==> config.mk <==
export PLATFORM = sky130hd
export DESIGN_NAME = midi_running_status_parser_top
export DESIGN_NICKNAME = d
export VERILOG_FILES = /design/src/mrsp_pkg.sv /design/src/mrsp_parser.sv /design/src/mrsp_emit.sv /design/src/midi_running_status_parser_top.sv
export VERILOG_INCLUDE_DIRS = /design/src /design/src/src
export SDC_FILE = /design/constraint.sdc
export NUM_CORES = 1
export LEC_CHECK = 0
export ABC_AREA = 0
export ABC_CLOCK_PERIOD_IN_PS = 5600
export CAP_MARGIN = 20
export CORE_MARGIN = 2
export CORE_UTILIZATION = 50
export CTS_CLUSTER_SIZE = 40
export DETAILED_ROUTE_END_ITERATION = 10
export DONT_BUFFER_PORTS = 1
export GPL_ROUTABILITY_DRIVEN = 0
export MAX_ROUTING_LAYER = met4
export PLACE_DENSITY = 0.68
export SLEW_MARGIN = 10
export SYNTH_ARGS = -nofsm -noshare
export SYNTH_HDL_FRONTEND = slang
export SYNTH_SLANG_ARGS = --single-unit
==> constraint.sdc <==
create_clock -name clk -period 5.6 [get_ports clk]
set_clock_uncertainty 0.15 [all_clocks]
set_input_delay 0.84 -clock clk [delete_from_list [all_inputs] [get_ports clk]]
set_output_delay 0.84 -clock clk [all_outputs]
set_load 0.1 [all_outputs]
==> src/midi_running_status_parser_top_macros.svh <==
// assertion macros for the midi running status parser
// used by midi_running_status_parser_top, expects clk and rst_n in scope
`ifndef MIDI_RUNNING_STATUS_PARSER_TOP_MACROS_SVH
`define MIDI_RUNNING_STATUS_PARSER_TOP_MACROS_SVH

// same-cycle implication
`define MRSP_ASSERT_NOW(lbl, ante, cons, msg) \
    lbl: assert property (@(posedge clk) disable iff (!rst_n) (ante) |-> (cons)) \
        else $error(msg);

// next-cycle implication
`define MRSP_ASSERT_NEXT(lbl, ante, cons, msg) \
    lbl: assert property (@(posedge clk) disable iff (!rst_n) (ante) |=> (cons)) \
        else $error(msg);

`endif

==> src/mrsp_pkg.sv <==
// shared types, codes and helpers for the midi running status parser
// no dependencies
`timescale 1ns / 1ps

package mrsp_pkg;

    localparam int OPERATORS_DEF = 4;
    localparam int OP_SLOTS      = 4;

    localparam int CENTER_W = 14;
    localparam int RATIO_W  = 8;
    localparam int PITCH_W  = 8;
    localparam int BEND_W   = 11;
    localparam int ADDR_W   = 5;

    // result event codes
    localparam logic [1:0] EV_VOICE_ON  = 2'd0;
    localparam logic [1:0] EV_VOICE_OFF = 2'd1;
    localparam logic [1:0] EV_CLEAR_ALL = 2'd2;
    localparam logic [1:0] EV_BEND      = 2'd3;

    // status high nibbles
    localparam logic [3:0] ST_NOTE_OFF   = 4'h8;
    localparam logic [3:0] ST_NOTE_ON    = 4'h9;
    localparam logic [3:0] ST_POLY_PRESS = 4'hA;
    localparam logic [3:0] ST_CTRL_CHG   = 4'hB;
    localparam logic [3:0] ST_PITCH_BEND = 4'hE;

    // register indexes
    localparam logic [2:0] REG_BEND_CENTER = 3'd0;
    localparam logic [2:0] REG_RATIO_OP0   = 3'd1;
    localparam logic [2:0] REG_RATIO_OP1   = 3'd2;
    localparam logic [2:0] REG_RATIO_OP2   = 3'd3;
    localparam logic [2:0] REG_RATIO_OP3   = 3'd4;

    localparam logic [CENTER_W-1:0] BEND_CENTER_RST = 14'd8192;
    localparam logic [RATIO_W-1:0]  RATIO_RST       = 8'd16;

    typedef logic [OP_SLOTS-1:0][RATIO_W-1:0] ratio_vec_t;

    typedef struct packed {
        logic [1:0]         ev;
        logic [6:0]         key;
        logic [PITCH_W-1:0] pitch;
    } job_t;

    function automatic logic [BEND_W-1:0] sat_bend(input logic [12:0] v);
        logic [BEND_W-1:0] r;
        if (v[12:10] == 3'b000 || v[12:10] == 3'b111)
        begin
            r = v[BEND_W-1:0];
        end
        else if (v[12])
        begin
            r = {1'b1, {(BEND_W-1){1'b0}}};
        end
        else
        begin
            r = {1'b0, {(BEND_W-1){1'b1}}};
        end
        return r;
    endfunction

endpackage

==> src/mrsp_parser.sv <==
// running status and pending data byte tracking, forms one job per completed message
// depends on mrsp_pkg
`timescale 1ns / 1ps

module mrsp_parser
(
    input  logic                          clk,
    input  logic                          rst_n,
    input  logic                          accept,
    input  logic [7:0]                    data_in,
    input  logic [mrsp_pkg::CENTER_W-1:0] bend_center,
    output logic                          job_load,
    output mrsp_pkg::job_t                job
);

    logic [7:0] rs_reg;
    logic [7:0] rs_next;
    logic       pv_reg;
    logic       pv_next;
    logic [6:0] pd_reg;
    logic [6:0] pd_next;

    logic [13:0] raw;
    logic [14:0] diff;

    assign raw  = {data_in[6:0], pd_reg};
    assign diff = {1'b0, raw} - {1'b0, bend_center};

    always_comb
    begin
        rs_next   = rs_reg;
        pv_next   = pv_reg;
        pd_next   = pd_reg;
        job_load  = 1'b0;
        job.ev    = mrsp_pkg::EV_CLEAR_ALL;
        job.key   = 7'd0;
        job.pitch = diff[14:7];
        if (accept)
        begin
            if (data_in[7])
            begin
                rs_next = data_in;
                pv_next = 1'b0;
            end
            else
            begin
                case (rs_reg[7:4])
                    mrsp_pkg::ST_NOTE_OFF,
                    mrsp_pkg::ST_NOTE_ON:
                    begin
                        if (!pv_reg)
                        begin
                            pv_next = 1'b1;
                            pd_next = data_in[6:0];
                        end
                        else
                        begin
                            pv_next  = 1'b0;
                            job_load = 1'b1;
                            job.key  = pd_reg;
                            if (rs_reg[7:4] == mrsp_pkg::ST_NOTE_ON && data_in != 8'd0)
                            begin
                                job.ev = mrsp_pkg::EV_VOICE_ON;
                            end
                            else
                            begin
                                job.ev = mrsp_pkg::EV_VOICE_OFF;
                            end
                        end
                    end
                    mrsp_pkg::ST_POLY_PRESS,
                    mrsp_pkg::ST_CTRL_CHG:
                    begin
                        if (!pv_reg)
                        begin
                            pv_next = 1'b1;
                            pd_next = data_in[6:0];
                        end
                        else
                        begin
                            pv_next  = 1'b0;
                            job_load = 1'b1;
                        end
                    end
                    mrsp_pkg::ST_PITCH_BEND:
                    begin
                        if (!pv_reg)
                        begin
                            pv_next = 1'b1;
                            pd_next = data_in[6:0];
                        end
                        else
                        begin
                            // low byte stays pending
                            job_load = 1'b1;
                            job.ev   = mrsp_pkg::EV_BEND;
                        end
                    end
                    default:
                    begin
                        pv_next  = 1'b0;
                        job_load = 1'b1;
                    end
                endcase
            end
        end
    end

    always_ff @(posedge clk or negedge rst_n)
    begin
        if (!rst_n)
        begin
            rs_reg <= 8'd0;
            pv_reg <= 1'b0;
        end
        else
        begin
            rs_reg <= rs_next;
            pv_reg <= pv_next;
        end
    end

    always_ff @(posedge clk)
    begin
        pd_reg <= pd_next;
    end

endmodule

==> src/mrsp_emit.sv <==
// job and output regs, one word per cycle unless stalled, bend scaling per operator
// depends on mrsp_pkg
`timescale 1ns / 1ps

module mrsp_emit
#(
    parameter int OPERATORS = mrsp_pkg::OPERATORS_DEF
)
(
    input  logic                        clk,
    input  logic                        rst_n,
    input  logic                        job_load,
    input  mrsp_pkg::job_t              job,
    input  mrsp_pkg::ratio_vec_t        ratio,
    output logic                        ready,
    output logic                        out_valid,
    input  logic                        out_ready,
    output logic [1:0]                  ev,
    output logic [6:0]                  key,
    output logic [1:0]                  op_sel,
    output logic [mrsp_pkg::BEND_W-1:0] bend,
    output logic                        last
);

    localparam logic [1:0] OP_LAST = 2'(OPERATORS - 1);

    logic           jv_reg;
    logic           jv_next;
    mrsp_pkg::job_t job_reg;
    mrsp_pkg::job_t job_next;
    logic [1:0]     op_reg;
    logic [1:0]     op_next;

    logic                        ov_reg;
    logic                        ov_next;
    logic [1:0]                  ev_reg;
    logic [6:0]                  key_reg;
    logic [1:0]                  opi_reg;
    logic [mrsp_pkg::BEND_W-1:0] bend_reg;
    logic                        last_reg;

    logic                out_load;
    logic                job_fire;
    logic                job_last;
    logic                job_done;
    logic                is_bend;
    logic signed [8:0]   ratio_s;
    logic signed [16:0]  prod;

    assign is_bend  = (job_reg.ev == mrsp_pkg::EV_BEND);
    assign out_load = !ov_reg || out_ready;
    assign job_fire = jv_reg && out_load;
    assign job_last = !is_bend || (op_reg == OP_LAST);
    assign job_done = job_fire && job_last;
    assign ready    = !jv_reg || job_done;

    assign ratio_s = signed'({1'b0, ratio[op_reg]});
    assign prod    = ratio_s * signed'(job_reg.pitch);

    always_comb
    begin
        jv_next  = jv_reg;
        job_next = job_reg;
        op_next  = op_reg;
        if (job_load)
        begin
            jv_next  = 1'b1;
            job_next = job;
            op_next  = 2'd0;
        end
        else if (job_done)
        begin
            jv_next = 1'b0;
        end
        else if (job_fire)
        begin
            op_next = op_reg + 2'd1;
        end
        ov_next = out_load ? jv_reg : ov_reg;
    end

    always_ff @(posedge clk or negedge rst_n)
    begin
        if (!rst_n)
        begin
            jv_reg <= 1'b0;
            ov_reg <= 1'b0;
            op_reg <= 2'd0;
        end
        else
        begin
            jv_reg <= jv_next;
            ov_reg <= ov_next;
            op_reg <= op_next;
        end
    end

    always_ff @(posedge clk)
    begin
        job_reg <= job_next;
        if (job_fire)
        begin
            ev_reg   <= job_reg.ev;
            key_reg  <= is_bend ? 7'd0 : job_reg.key;
            opi_reg  <= is_bend ? op_reg : 2'd0;
            bend_reg <= is_bend ? mrsp_pkg::sat_bend(prod[16:4]) : '0;
            last_reg <= job_last;
        end
    end

    assign out_valid = ov_reg;
    assign ev        = ev_reg;
    assign key       = key_reg;
    assign op_sel    = opi_reg;
    assign bend      = bend_reg;
    assign last      = last_reg;

endmodule

==> src/midi_running_status_parser_top.sv <==
// midi running status parser top level: config registers, parser and result emitter
// depends on mrsp_pkg, mrsp_parser, mrsp_emit, midi_running_status_parser_top_macros.svh
//
//  channel   dir  signals                         contents
//  s_axis    in   tvalid tready tdata[7:0]        midi_byte
//  m_axis    out  tvalid tready tdata[23:0] tlast event_res, key, operator_index, bend_amount
//  apb       in   psel penable pwrite paddr[4:0]  bend_center at 0x00, ratio_op0..3 at 0x04..0x10
//
// a byte that completes nothing never loads the job register; one that gives a single result
// loads it for one result word. a completed pitch bend holds the job register while it steps
// through all OPERATORS operators one at a time on the shared 9x8 multiplier.
// the output register lets the next byte in while a result word waits to be taken.
// reset clears running status and the pending-byte flag and loads register defaults.
`timescale 1ns / 1ps

`include "midi_running_status_parser_top_macros.svh"

module midi_running_status_parser_top
#(
    parameter int OPERATORS = mrsp_pkg::OPERATORS_DEF
)
(
    input  logic                        clk,
    input  logic                        rst_n,
    input  logic                        s_axis_tvalid,
    output logic                        s_axis_tready,
    input  logic [7:0]                  s_axis_tdata,   // [7:0] midi_byte
    output logic                        m_axis_tvalid,
    input  logic                        m_axis_tready,
    // [1:0] event_res, [8:2] key, [10:9] operator_index, [21:11] bend_amount, [23:22] zero
    output logic [23:0]                 m_axis_tdata,
    output logic                        m_axis_tlast,
    input  logic                        psel,
    input  logic                        penable,
    input  logic                        pwrite,
    input  logic [mrsp_pkg::ADDR_W-1:0] paddr,
    input  logic [31:0]                 pwdata,
    output logic [31:0]                 prdata,
    output logic                        pready
);

    localparam logic [1:0] OP_LAST = 2'(OPERATORS - 1);

    logic [mrsp_pkg::CENTER_W-1:0] center_reg;
    logic [mrsp_pkg::CENTER_W-1:0] center_next;
    mrsp_pkg::ratio_vec_t          ratio_reg;
    mrsp_pkg::ratio_vec_t          ratio_next;

    logic       cfg_wr;
    logic [2:0] reg_idx;

    logic           accept;
    logic           job_load;
    mrsp_pkg::job_t job;

    logic [1:0]                  ev;
    logic [6:0]                  key;
    logic [1:0]                  op_sel;
    logic [mrsp_pkg::BEND_W-1:0] bend;

    logic                          out_bend;
    logic                          out_plain;
    logic                          plain_ok;
    logic                          center_wr;
    logic [mrsp_pkg::CENTER_W-1:0] center_wdata;

    assign pready  = 1'b1;
    assign cfg_wr  = psel && penable && pwrite && pready;
    assign reg_idx = paddr[4:2];

    always_comb
    begin
        center_next = center_reg;
        ratio_next  = ratio_reg;
        if (cfg_wr)
        begin
            case (reg_idx)
                mrsp_pkg::REG_BEND_CENTER: center_next  = pwdata[mrsp_pkg::CENTER_W-1:0];
                mrsp_pkg::REG_RATIO_OP0:   ratio_next[0] = pwdata[mrsp_pkg::RATIO_W-1:0];
                mrsp_pkg::REG_RATIO_OP1:   ratio_next[1] = pwdata[mrsp_pkg::RATIO_W-1:0];
                mrsp_pkg::REG_RATIO_OP2:   ratio_next[2] = pwdata[mrsp_pkg::RATIO_W-1:0];
                mrsp_pkg::REG_RATIO_OP3:   ratio_next[3] = pwdata[mrsp_pkg::RATIO_W-1:0];
                default:                   center_next  = center_reg;
            endcase
        end
    end

    always_comb
    begin
        case (reg_idx)
            mrsp_pkg::REG_BEND_CENTER: prdata = {18'd0, center_reg};
            mrsp_pkg::REG_RATIO_OP0:   prdata = {24'd0, ratio_reg[0]};
            mrsp_pkg::REG_RATIO_OP1:   prdata = {24'd0, ratio_reg[1]};
            mrsp_pkg::REG_RATIO_OP2:   prdata = {24'd0, ratio_reg[2]};
            mrsp_pkg::REG_RATIO_OP3:   prdata = {24'd0, ratio_reg[3]};
            default:                   prdata = 32'd0;
        endcase
    end

    always_ff @(posedge clk or negedge rst_n)
    begin
        if (!rst_n)
        begin
            center_reg <= mrsp_pkg::BEND_CENTER_RST;
            ratio_reg  <= {mrsp_pkg::OP_SLOTS{mrsp_pkg::RATIO_RST}};
        end
        else
        begin
            center_reg <= center_next;
            ratio_reg  <= ratio_next;
        end
    end

    assign accept = s_axis_tvalid && s_axis_tready;

    mrsp_parser u_parser
    (
        .clk         (clk),
        .rst_n       (rst_n),
        .accept      (accept),
        .data_in     (s_axis_tdata),
        .bend_center (center_reg),
        .job_load    (job_load),
        .job         (job)
    );

    mrsp_emit #(
        .OPERATORS (OPERATORS)
    ) u_emit
    (
        .clk       (clk),
        .rst_n     (rst_n),
        .job_load  (job_load),
        .job       (job),
        .ratio     (ratio_reg),
        .ready     (s_axis_tready),
        .out_valid (m_axis_tvalid),
        .out_ready (m_axis_tready),
        .ev        (ev),
        .key       (key),
        .op_sel    (op_sel),
        .bend      (bend),
        .last      (m_axis_tlast)
    );

    assign m_axis_tdata = {2'b00, bend, op_sel, key, ev};

    assign out_bend     = m_axis_tvalid && ev == mrsp_pkg::EV_BEND;
    assign out_plain    = m_axis_tvalid && ev != mrsp_pkg::EV_BEND;
    assign plain_ok     = m_axis_tlast && op_sel == 2'd0 && bend == '0;
    assign center_wr    = cfg_wr && reg_idx == mrsp_pkg::REG_BEND_CENTER;
    assign center_wdata = pwdata[mrsp_pkg::CENTER_W-1:0];

    `MRSP_ASSERT_NOW(a_bend_last, out_bend, m_axis_tlast == (op_sel == OP_LAST), "bend tlast misplaced")
    `MRSP_ASSERT_NOW(a_plain_single, out_plain, plain_ok, "non-bend word malformed")
    `MRSP_ASSERT_NOW(a_bend_nokey, out_bend, key == 7'd0, "bend word carries a key")
    `MRSP_ASSERT_NEXT(a_center_wr, center_wr, center_reg == $past(center_wdata), "center write lost")

endmodule
==> results.sh, run 1 <==
export IMPL_ys_seq_elements=102
export IMPL_ys_types=65
export IMPL_crit_path_frequent_cell="fa_1"
export IMPL_antenna_found_initial=0
export IMPL_placed_cell_area_um2=7740
export IMPL_grt_overflow_total=0
export IMPL_row_count=44
export IMPL_wl_per_cell_um=17.8
export IMPL_critPathSlowestCell="mux4_2"
export IMPL_synth_cells=657
export IMPL_core_area_um2=14400
export IMPL_numCtsBuffers=9
export IMPL_fillers=1139
export IMPL_holdWs_ns=0.0252
export IMPL_worst_pin_slew_ns=1.19
export IMPL_synth_edf_count=47
export IMPL_setup_viol=0
export IMPL_cp_start_kind="flop"
export IMPL_postLayoutCellArea_um2=8440
export IMPL_ios=112
export IMPL_fmax_mhz=179
export IMPL_synth_mux_area_frac=0.104
export IMPL_crit_fanout=5
export IMPL_r2r_cells=19
export IMPL_clk_pin_slew_worst_paths_ns=0.07
export IMPL_setup_worst_path_end_class="flop"
export IMPL_synth_xor_area_share=0.0205
export IMPL_place_hpwl_um=11400
export IMPL_route_detailed_drc=0
export IMPL_grt_pass1_wl_um=26000
export IMPL_final_hold_viol_count=0
export IMPL_area_growth_pct=16.3
export IMPL_die_h_um=124
export IMPL_setup_slack_ns=0.000976
export IMPL_timing_rr_start="u_emit.op_reg[0]$_DFFE_PN0P_"
export IMPL_cts_htree_levels=3
export IMPL_dr_pass1_iters=5
export IMPL_yosys_warnings=0
export IMPL_cp_slowest_stage_delay_ns=0.58
export IMPL_hold_path_class="in2async"
export IMPL_reg2reg_to="u_emit.bend[3]$_SDFFCE_PP0P_"
export IMPL_final_antenna_net_count=0
export IMPL_drive_gt1_frac=0.273
export IMPL_grt_pass1_vias=5154
export IMPL_drv_cap=0
export IMPL_viasPerCell=5.55
export IMPL_clkLatencyLatePin_ns=0.36
export IMPL_status="finished, final reports clean"
export IMPL_synth_ff_type="dfrtp_1"
export IMPL_diodes=0
export IMPL_cp_depth=19
export IMPL_synth_fa_ha_area_frac=0.196
export IMPL_yosys_area_share_simple=0.129
export IMPL_slew_headroom=0.211
export IMPL_syn_area_per_cell_um2=11.0
export IMPL_start_util=0.505
export IMPL_cp_cell_sequence="buf_12 > mux4_2 > and2_4 > fa_1 > fa_1 > fa_1 > inv_2 > fa_1 > inv_2 > ha_4 > buf_6 > o211a_4 > o32ai_4 > o21a_4 > buf_6 > a22oi_2 > buf_4 > o211ai_4 > o22ai_2"
export IMPL_tritoncts="done"
export IMPL_cp_endpoint="u_emit.bend[3]$_SDFFCE_PP0P_"
export IMPL_cts_buffer_depth=2
export IMPL_die_area_um2=15500
export IMPL_path_delay_family="adder cells"
export IMPL_placement_io_buffers=0
export IMPL_rrSetupSlack_ns=0.001
export IMPL_final_cell_mix="inv_1, and2_1, dfrtp_1"
export IMPL_slew_viol_final=0
export IMPL_min_period_over_period=1.00
export IMPL_cp_startpoint="u_emit.op_reg[0]$_DFFE_PN0P_"
export IMPL_rsz0062_at_grt="true"
export IMPL_arrival_ns=5.53
export IMPL_largest_register_ffs=32
export IMPL_synth_compound_area_share=0.0952
export IMPL_path_buf_inv=6
export IMPL_worst_setup_path_type="reg2reg"
export IMPL_finalNetCount=850
export IMPL_place_ws_ns=-0.205
export IMPL_worst_ep_required_time_ns=5.53
export IMPL_wirelength_um=15900
export IMPL_async_flop_share=0.539
export IMPL_synth_top_family_by_area="adder cells"
export IMPL_grt_max_degree=56
export IMPL_cts_sinks=102
export IMPL_final_common_cell="inv_1"
export IMPL_die_x_um=124
export IMPL_fin_tns_setup_ns=0
export IMPL_drt_initial_drc_count=308
export IMPL_synth_area_um2=7250
export IMPL_yosysSeqAreaShare=0.385
export IMPL_grt_util_all_layers=0.217
export IMPL_finalCriticalPeriod_ns=5.60
export IMPL_vias=4964
export IMPL_ctsRootBufferMaster="clkbuf_16"
-- repair_timing --
item | CTS | global route
hold buffers | 0 | 0
gates cloned | 3 | 0
setup buffers | 8 | 6
resized for setup | 53 | 15
setup endpoints to repair | 11 | 11
pin swaps | 37 | 20
-- metrics by stage --
stage / utilization / std cells
after CTS: 0.583 / 892
after floorplan: - / 676
final: 0.587 / 895
after detailed placement: 0.539 / 865
after global placement: 0.539 / 865
after global routing: 0.587 / 895
-- worst min-delay path by stage --
stage	end	slack, ns	cells past startpoint
after floorplan	u_emit.out_valid$_DFFE_PN0N_	0.30	1
after global placement	u_emit.out_valid$_DFFE_PN0N_	0.31	1
after detailed placement	u_emit.out_valid$_DFFE_PN0N_	0.32	1
after CTS	ratio_reg[18]$_DFFE_PN0P_	0.02	0
after global routing	center_reg[10]$_DFFE_PN0P_	0.01	0
final	ratio_reg[5]$_DFFE_PN0P_	0.03	0
-- cell usage after synthesis (4+ instances only) --
cell type  instances  share of area
inv_1             75          0.039
and2_1            60          0.052
ha_1              56          0.097
dfrtp_1           50           0.17
edfxtp_1          47           0.19
nand2_1           43          0.022
fa_1              36          0.099
mux2_2            36          0.056
nor2_1            26          0.013
o21ai_0           26          0.018
buf_4             21          0.022
a21oi_1           17          0.012
mux2i_1           17          0.023
o22ai_1           17          0.015
nand2b_1          14          0.012
clkbuf_1          13         0.0067
xnor2_1           10          0.012
mux4_2             8          0.025
xor2_1             7         0.0085
nand3_1            6         0.0041
a21o_1             5         0.0052
dfstp_2            5          0.018
and3_1             4         0.0035
-- kinds of logic after synthesis --
kind of cell | count (synthesis)
compound gates | 98
xor+xnor | 17
other cells | 2
flops | 102
simple gates | 173
buf+inv | 112
fa+ha+maj | 92
mux | 61
-- worst register-to-register path, stage by stage (launching register included) --
cell and delay (ns):
dfrtp_2 0.41, buf_12 0.14, mux4_2 0.59, and2_4 0.20, fa_1 0.50, fa_1 0.53
fa_1 0.53, inv_2 0.04, fa_1 0.54, inv_2 0.05, ha_4 0.15, buf_6 0.12
o211a_4 0.23, o32ai_4 0.32, o21a_4 0.21, buf_6 0.10, a22oi_2 0.08, buf_4 0.17
o211ai_4 0.14, o22ai_2 0.14
-- per-layer routing --
metal,vias up,wire [um],track usage
met5,-,0,-
met4,0,395,0.0780
met3,31,626,0.0387
met2,126,8450,0.390
met1,2484,6440,0.241
li1,2323,-,-
-- area by class of cell --
| class | instances | area, um2 | share of cell area |
|---|---|---|---|
| clock buffer | 10 | 229 | 0.0271 |
| clock inverter | 6 | 47.5 | 0.00564 |
| inverter | 75 | 282 | 0.0334 |
| multi-input combinational | 463 | 4380 | 0.519 |
| sequential | 102 | 2800 | 0.332 |
| tap | 184 | 230 | 0.0273 |
| timing repair buffer | 55 | 472 | 0.0559 |
Power of run 1 is not shown: default switching activity piles up to over one toggle a cycle in this logic, so the estimate is an artifact.
==> run 2, diff against run 1 <==
Settings changed: SYNTH_HIERARCHICAL set to 1.
==> run 2 against run 1 <==
Die area rose by 2.1%. Final cell count fell by 0.89%. Core utilization rose by 0.39 points. Fmax rose by 0.74%. Design area rose by 1.8%. Non-clock buffer count fell by 3. Register-to-register slack improved by 0.04 ns. Synthesized cell count fell by 1.8%. Worst setup slack improved by 0.041 ns. Count of clock-buffer cells in the layout fell by 1. Critical path type unchanged.
==> results.sh, run 2 <==
export IMPL_final_hold_viol_count=0
export IMPL_synth_top_family_by_area="adder cells"
export IMPL_final_common_cell="inv_1"
export IMPL_tritoncts="done"
export IMPL_worst_pin_slew_ns=1.13
export IMPL_final_cell_mix="inv_1, mux2_2, and2_1"
export IMPL_cp_slowest_stage_delay_ns=0.54
export IMPL_fmax_mhz=180
export IMPL_placed_cell_area_um2=7780
export IMPL_ys_types=65
export IMPL_drive_gt1_frac=0.303
export IMPL_ctsRootBufferMaster="clkbuf_16"
export IMPL_synth_mux_area_frac=0.122
export IMPL_place_ws_ns=-0.205
export IMPL_r2r_cells=20
export IMPL_wirelength_um=15500
export IMPL_drt_initial_drc_count=264
export IMPL_cp_cell_sequence="buf_12 > buf_6 > mux4_2 > buf_6 > nand2_4 > fa_1 > fa_1 > inv_2 > fa_1 > inv_1 > fa_1 > inv_2 > ha_4 > o211ai_1 > o21ai_2 > a211o_1 > a221oi_4 > xnor2_4 > a21boi_4 > o22ai_2"
export IMPL_final_core_util=0.591
export IMPL_grt_util_all_layers=0.212
export IMPL_clkLatencyLatePin_ns=0.35
export IMPL_synth_cells=645
export IMPL_ys_seq_elements=102
export IMPL_start_util=0.510
export IMPL_dr_pass1_iters=4
export IMPL_grt_pass1_wl_um=26000
export IMPL_cp_start_kind="flop"
export IMPL_status="finished, final reports clean"
export IMPL_setup_viol=0
export IMPL_setup_slack_ns=0.0421
export IMPL_finalNetCount=842
export IMPL_area_growth_pct=15.9
export IMPL_die_area_um2=15800
export IMPL_largest_register_ffs=32
export IMPL_syn_area_per_cell_um2=11.5
export IMPL_antenna_found_initial=0
export IMPL_crit_fanout=8
export IMPL_grt_pass1_vias=5310
export IMPL_synth_top_area_frac=0.190
export IMPL_timing_rr_start="u_emit/op_reg[0]$_DFFE_PN0P_"
export IMPL_route_detailed_drc=0
export IMPL_synth_ff_type="dfrtp_1"
export IMPL_fillers=1166
export IMPL_min_period_over_period=0.992
export IMPL_post_synth_top_count_cell="inv_1"
export IMPL_drv_cap=0
export IMPL_numCtsBuffers=9
export IMPL_slew_viol_final=0
export IMPL_worst_setup_path_type="reg2reg"
export IMPL_async_flop_share=0.539
export IMPL_synth_top_area_cell="edfxtp_1"
export IMPL_synth_fa_ha_area_frac=0.192
export IMPL_die_h_um=126
export IMPL_cts_sinks=102
export IMPL_wl_per_cell_um=17.4
export IMPL_setup_worst_path_end_class="flop"
export IMPL_rsz0062_at_grt="true"
export IMPL_slew_headroom=0.251
export IMPL_crit_path_frequent_cell="fa_1"
export IMPL_viasPerCell=5.52
export IMPL_clk_pin_slew_worst_paths_ns=0.07
export IMPL_diodes=0
export IMPL_rrSetupSlack_ns=0.04
export IMPL_worst_ep_required_time_ns=5.53
export IMPL_grt_overflow_total=0
export IMPL_postLayoutCellArea_um2=8590
export IMPL_netlist_top_cells_count="inv_1, and2_1, ha_1, mux2_2, dfrtp_1"
export IMPL_hold_path_class="in2async"
export IMPL_reg2reg_to="u_emit/bend[5]$_SDFFCE_PP0P_"
export IMPL_cp_startpoint="u_emit/op_reg[0]$_DFFE_PN0P_"
export IMPL_finalCriticalPeriod_ns=5.56
export IMPL_yosysSeqAreaShare=0.377
export IMPL_synth_area_leaders="edfxtp_1, dfrtp_1, fa_1, ha_1, mux2_2"
export IMPL_ios=112
export IMPL_path_delay_family="adder cells"
export IMPL_grt_max_degree=56
export IMPL_synth_compound_area_share=0.0908
export IMPL_final_antenna_net_count=0
export IMPL_arrival_ns=5.49
export IMPL_cts_buffer_depth=2
export IMPL_path_buf_inv=6
export IMPL_yosys_area_share_simple=0.135
export IMPL_synth_area_um2=7410
export IMPL_core_area_um2=14500
export IMPL_placement_io_buffers=0
export IMPL_synth_edf_count=47
export IMPL_die_x_um=126
export IMPL_vias=4896
export IMPL_cts_htree_levels=3
export IMPL_cp_depth=20
export IMPL_critPathSlowestCell="mux4_2"
export IMPL_row_count=44
export IMPL_place_hpwl_um=11500
export IMPL_synth_xor_area_share=0.0187
export IMPL_holdWs_ns=0.0288
export IMPL_yosys_warnings=6
-- run 2: cell types whose count changed after synthesis, moves of 5 or more --
cell,change
clkbuf_1,-10
mux2i_1,-8
o22ai_1,-5
o21ai_0,-16
mux2_2,+20
a221o_1,+6
nand2_1,-5
-- run 2: worst max-delay path by stage --
stage / to / slack [ns]
global placement: u_emit/bend[9]$_SDFFCE_PP0P_ / -0.12
detailed placement: u_emit/bend[5]$_SDFFCE_PP0P_ / -0.20
floorplan: u_emit/bend[0]$_SDFFCE_PP0P_ / 0.07
global route: u_emit/bend[5]$_SDFFCE_PP0P_ / -0.14
finish: u_emit/bend[5]$_SDFFCE_PP0P_ / 0.04
CTS: u_emit/bend[9]$_SDFFCE_PP0P_ / 0.002
-- run 2: final cells by class --
cell class	count	area, um2	area share
Timing Repair Buffer	52	457	0.0532
Clock buffer	9	225	0.0262
Clock inverter	7	85.1	0.00991
Tap cell	184	230	0.0268
Sequential cell	102	2790	0.325
Multi-Input combinational cell	461	4530	0.527
Inverter	72	270	0.0315
-- run 2: logic make-up after synthesis --
| kind of cell | Yosys count |
|---|---|
| adders and majority gates | 92 |
| other | 2 |
| and+or+nand+nor | 173 |
| xor gates and xnor gates | 15 |
| DFF | 102 |
| muxes | 73 |
| AOI/OAI and AO/OA | 85 |
| buffers and inverters | 103 |
-- run 2: metal layers --
metal  vias up  share of wire  track usage
met4         0          0.018       0.0666
met1      2459           0.42        0.254
li1       2313              -            -
met5         -              0            -
met2       106           0.52        0.364
met3        18          0.041       0.0395
-- run 2: timing repair --
item / 4_1_cts / 5_1_grt
endpoints found under the setup margin: 10 / 10
pin swaps: 50 / 28
setup buffers: 15 / 4
gates resized for setup: 38 / 36
gates cloned: 2 / 0
hold buffers: 0 / 0
-- run 2: per-stage QoR --
stage,std cells,setup TNS (ns)
after global placement,850,-1.15
after CTS,883,0
after floorplan,664,0
after detailed placement,850,-1.90
final,887,0
after global routing,887,-1.03
-- run 2: worst reg2reg max path, delay by kind of cell, from the launching register on --
kind | cells | cell delay, ns
AND/OR/NAND/NOR | 1 | 0.06
flip-flops | 1 | 0.39
multiplexers | 1 | 0.54
buffers and inverters | 6 | 0.55
adder cells (fa/ha/maj) | 5 | 2.18
AO/OA/AOI/OAI | 6 | 1.24
XOR/XNOR | 1 | 0.17
Power of run 2 is left out for the same reason.
==> run 3, diff against run 2 <==
Settings changed: MAX_ROUTING_LAYER met4 to not set.
==> run 3 against run 2 <==
First-iteration DRC count did not move. Non-clock buffer count unchanged. Critical path depth did not move. Highest routed layer unchanged. Register-to-register slack about the same. Die area is the same. Global-route usage down 0.67 points. Critical endpoint unchanged. Wire length increased by 0.32%. Hold slack about the same. Worst setup slack got worse by 0.0022 ns. Flip-flop and latch count stayed put. Via count is 0.16% lower.
==> results.sh, run 3 (same netlist as run 2, synthesis figures left out) <==
export IMPL_status="finished, final reports clean"
export IMPL_drive_gt1_frac=0.303
export IMPL_row_count=44
export IMPL_crit_fanout=8
export IMPL_worst_ep_required_time_ns=5.53
export IMPL_setup_worst_path_end_class="flop"
export IMPL_diodes=0
export IMPL_finalNetCount=842
export IMPL_ctsRootBufferMaster="clkbuf_16"
export IMPL_multiInputGateArea_um2=4530
export IMPL_min_period_over_period=0.993
export IMPL_rrSetupSlack_ns=0.04
export IMPL_largest_register_ffs=32
export IMPL_fillers=1166
export IMPL_wl_per_cell_um=17.5
export IMPL_route_detailed_drc=0
export IMPL_die_x_um=126
export IMPL_vias=4888
export IMPL_area_growth_pct=15.9
export IMPL_placement_io_buffers=0
export IMPL_core_area_um2=14500
export IMPL_finalCriticalPeriod_ns=5.56
export IMPL_die_h_um=126
export IMPL_tritoncts="done"
export IMPL_final_hold_viol_count=0
export IMPL_placed_cell_area_um2=7780
export IMPL_drv_cap=0
export IMPL_slew_headroom=0.252
export IMPL_r2r_cells=20
export IMPL_final_common_cell="inv_1"
export IMPL_fmax_mhz=180
export IMPL_rsz0062_at_grt="true"
export IMPL_seqCellArea_um2=2790
export IMPL_hold_path_class="in2async"
export IMPL_setup_viol=0
export IMPL_die_area_um2=15800
export IMPL_start_util=0.510
export IMPL_slew_viol_final=0
export IMPL_numCtsBuffers=9
export IMPL_final_antenna_net_count=0
export IMPL_cts_htree_levels=3
export IMPL_place_hpwl_um=11500
export IMPL_antenna_found_initial=0
export IMPL_cts_buffer_depth=2
export IMPL_grt_pass1_wl_um=26000
export IMPL_cts_sinks=102
export IMPL_grt_util_all_layers=0.205
export IMPL_dr_pass1_iters=4
export IMPL_ios=112
export IMPL_postLayoutCellArea_um2=8590
export IMPL_clk_pin_slew_worst_paths_ns=0.07
export IMPL_drt_initial_drc_count=264
export IMPL_holdWs_ns=0.0289
export IMPL_grt_overflow_total=0
export IMPL_viasPerCell=5.51
export IMPL_worst_pin_slew_ns=1.12
export IMPL_clkLatencyLatePin_ns=0.35
export IMPL_wirelength_um=15500
export IMPL_arrival_ns=5.49
export IMPL_final_core_util=0.591
export IMPL_cp_start_kind="flop"
export IMPL_worst_setup_path_type="reg2reg"
export IMPL_grt_max_degree=56
export IMPL_final_cell_mix="inv_1, mux2_2, and2_1"
export IMPL_grt_pass1_vias=5325
-- run 3: cell counts in the layout (fill, tap and decap cells not counted) --
No cell type changed its count.
-- run 3: timing repair --
item,CTS,global route
buffers inserted,15,4
hold buffers,0,0
endpoints found under the setup margin,10,10
gates resized for setup,38,36
pin swaps,50,28
cloned,2,0
-- run 3: worst max-delay path: stages, from the launching register on --
cell and delay [ns]:
dfrtp_1 0.39, buf_12 0.15, buf_6 0.11, mux4_2 0.54
buf_6 0.15, nand2_4 0.06, fa_1 0.44, fa_1 0.51
inv_2 0.04, fa_1 0.53, inv_1 0.05, fa_1 0.49
inv_2 0.05, ha_4 0.21, o211ai_1 0.12, o21ai_2 0.11
a211o_1 0.28, a221oi_4 0.33, xnor2_4 0.17, a21boi_4 0.27
o22ai_2 0.11
-- run 3: per-stage QoR --
step	setup slack (ns)	TNS (ns)	std cells
floorplan	0.0698	0	664
global placement	-0.121	-1.15	850
detailed placement	-0.205	-1.90	850
CTS	0.00200	0	883
global route	-0.138	-1.03	887
finish	0.0399	0	887
-- run 3: final cells by class --
class | count | share of cell area
Tap cell | 184 | 0.0268
Sequential cell | 102 | 0.325
Inverter | 72 | 0.0315
Timing Repair Buffer | 52 | 0.0532
Clock inverter | 7 | 0.00991
Multi-Input combinational cell | 461 | 0.527
Clock buffer | 9 | 0.0262
-- run 3: worst paths after layout --
path	from	to
setup / recovery	u_emit/op_reg[0]$_DFFE_PN0P_	u_emit/bend[5]$_SDFFCE_PP0P_
hold / removal	rst_n	ratio_reg[5]$_DFFE_PN0P_
setup reg to reg	u_emit/op_reg[0]$_DFFE_PN0P_	u_emit/bend[5]$_SDFFCE_PP0P_
hold reg to reg	u_emit/jv_reg$_DFFE_PN0P_	u_emit/out_valid$_DFFE_PN0N_
max in group asynchronous	rst_n	center_reg[13]$_DFFE_PN1P_
min in group clk	u_emit/jv_reg$_DFFE_PN0P_	u_emit/out_valid$_DFFE_PN0N_
-- run 3: routing by layer --
metal  global-route usage  up-vias  share of wire
met5                    0        -              0
met4               0.0666        0          0.020
met3               0.0408       17          0.045
met2                0.365      116           0.51
met1                0.251     2443           0.42
li1                     -     2312              -
Power of run 3 is left out for the same reason.
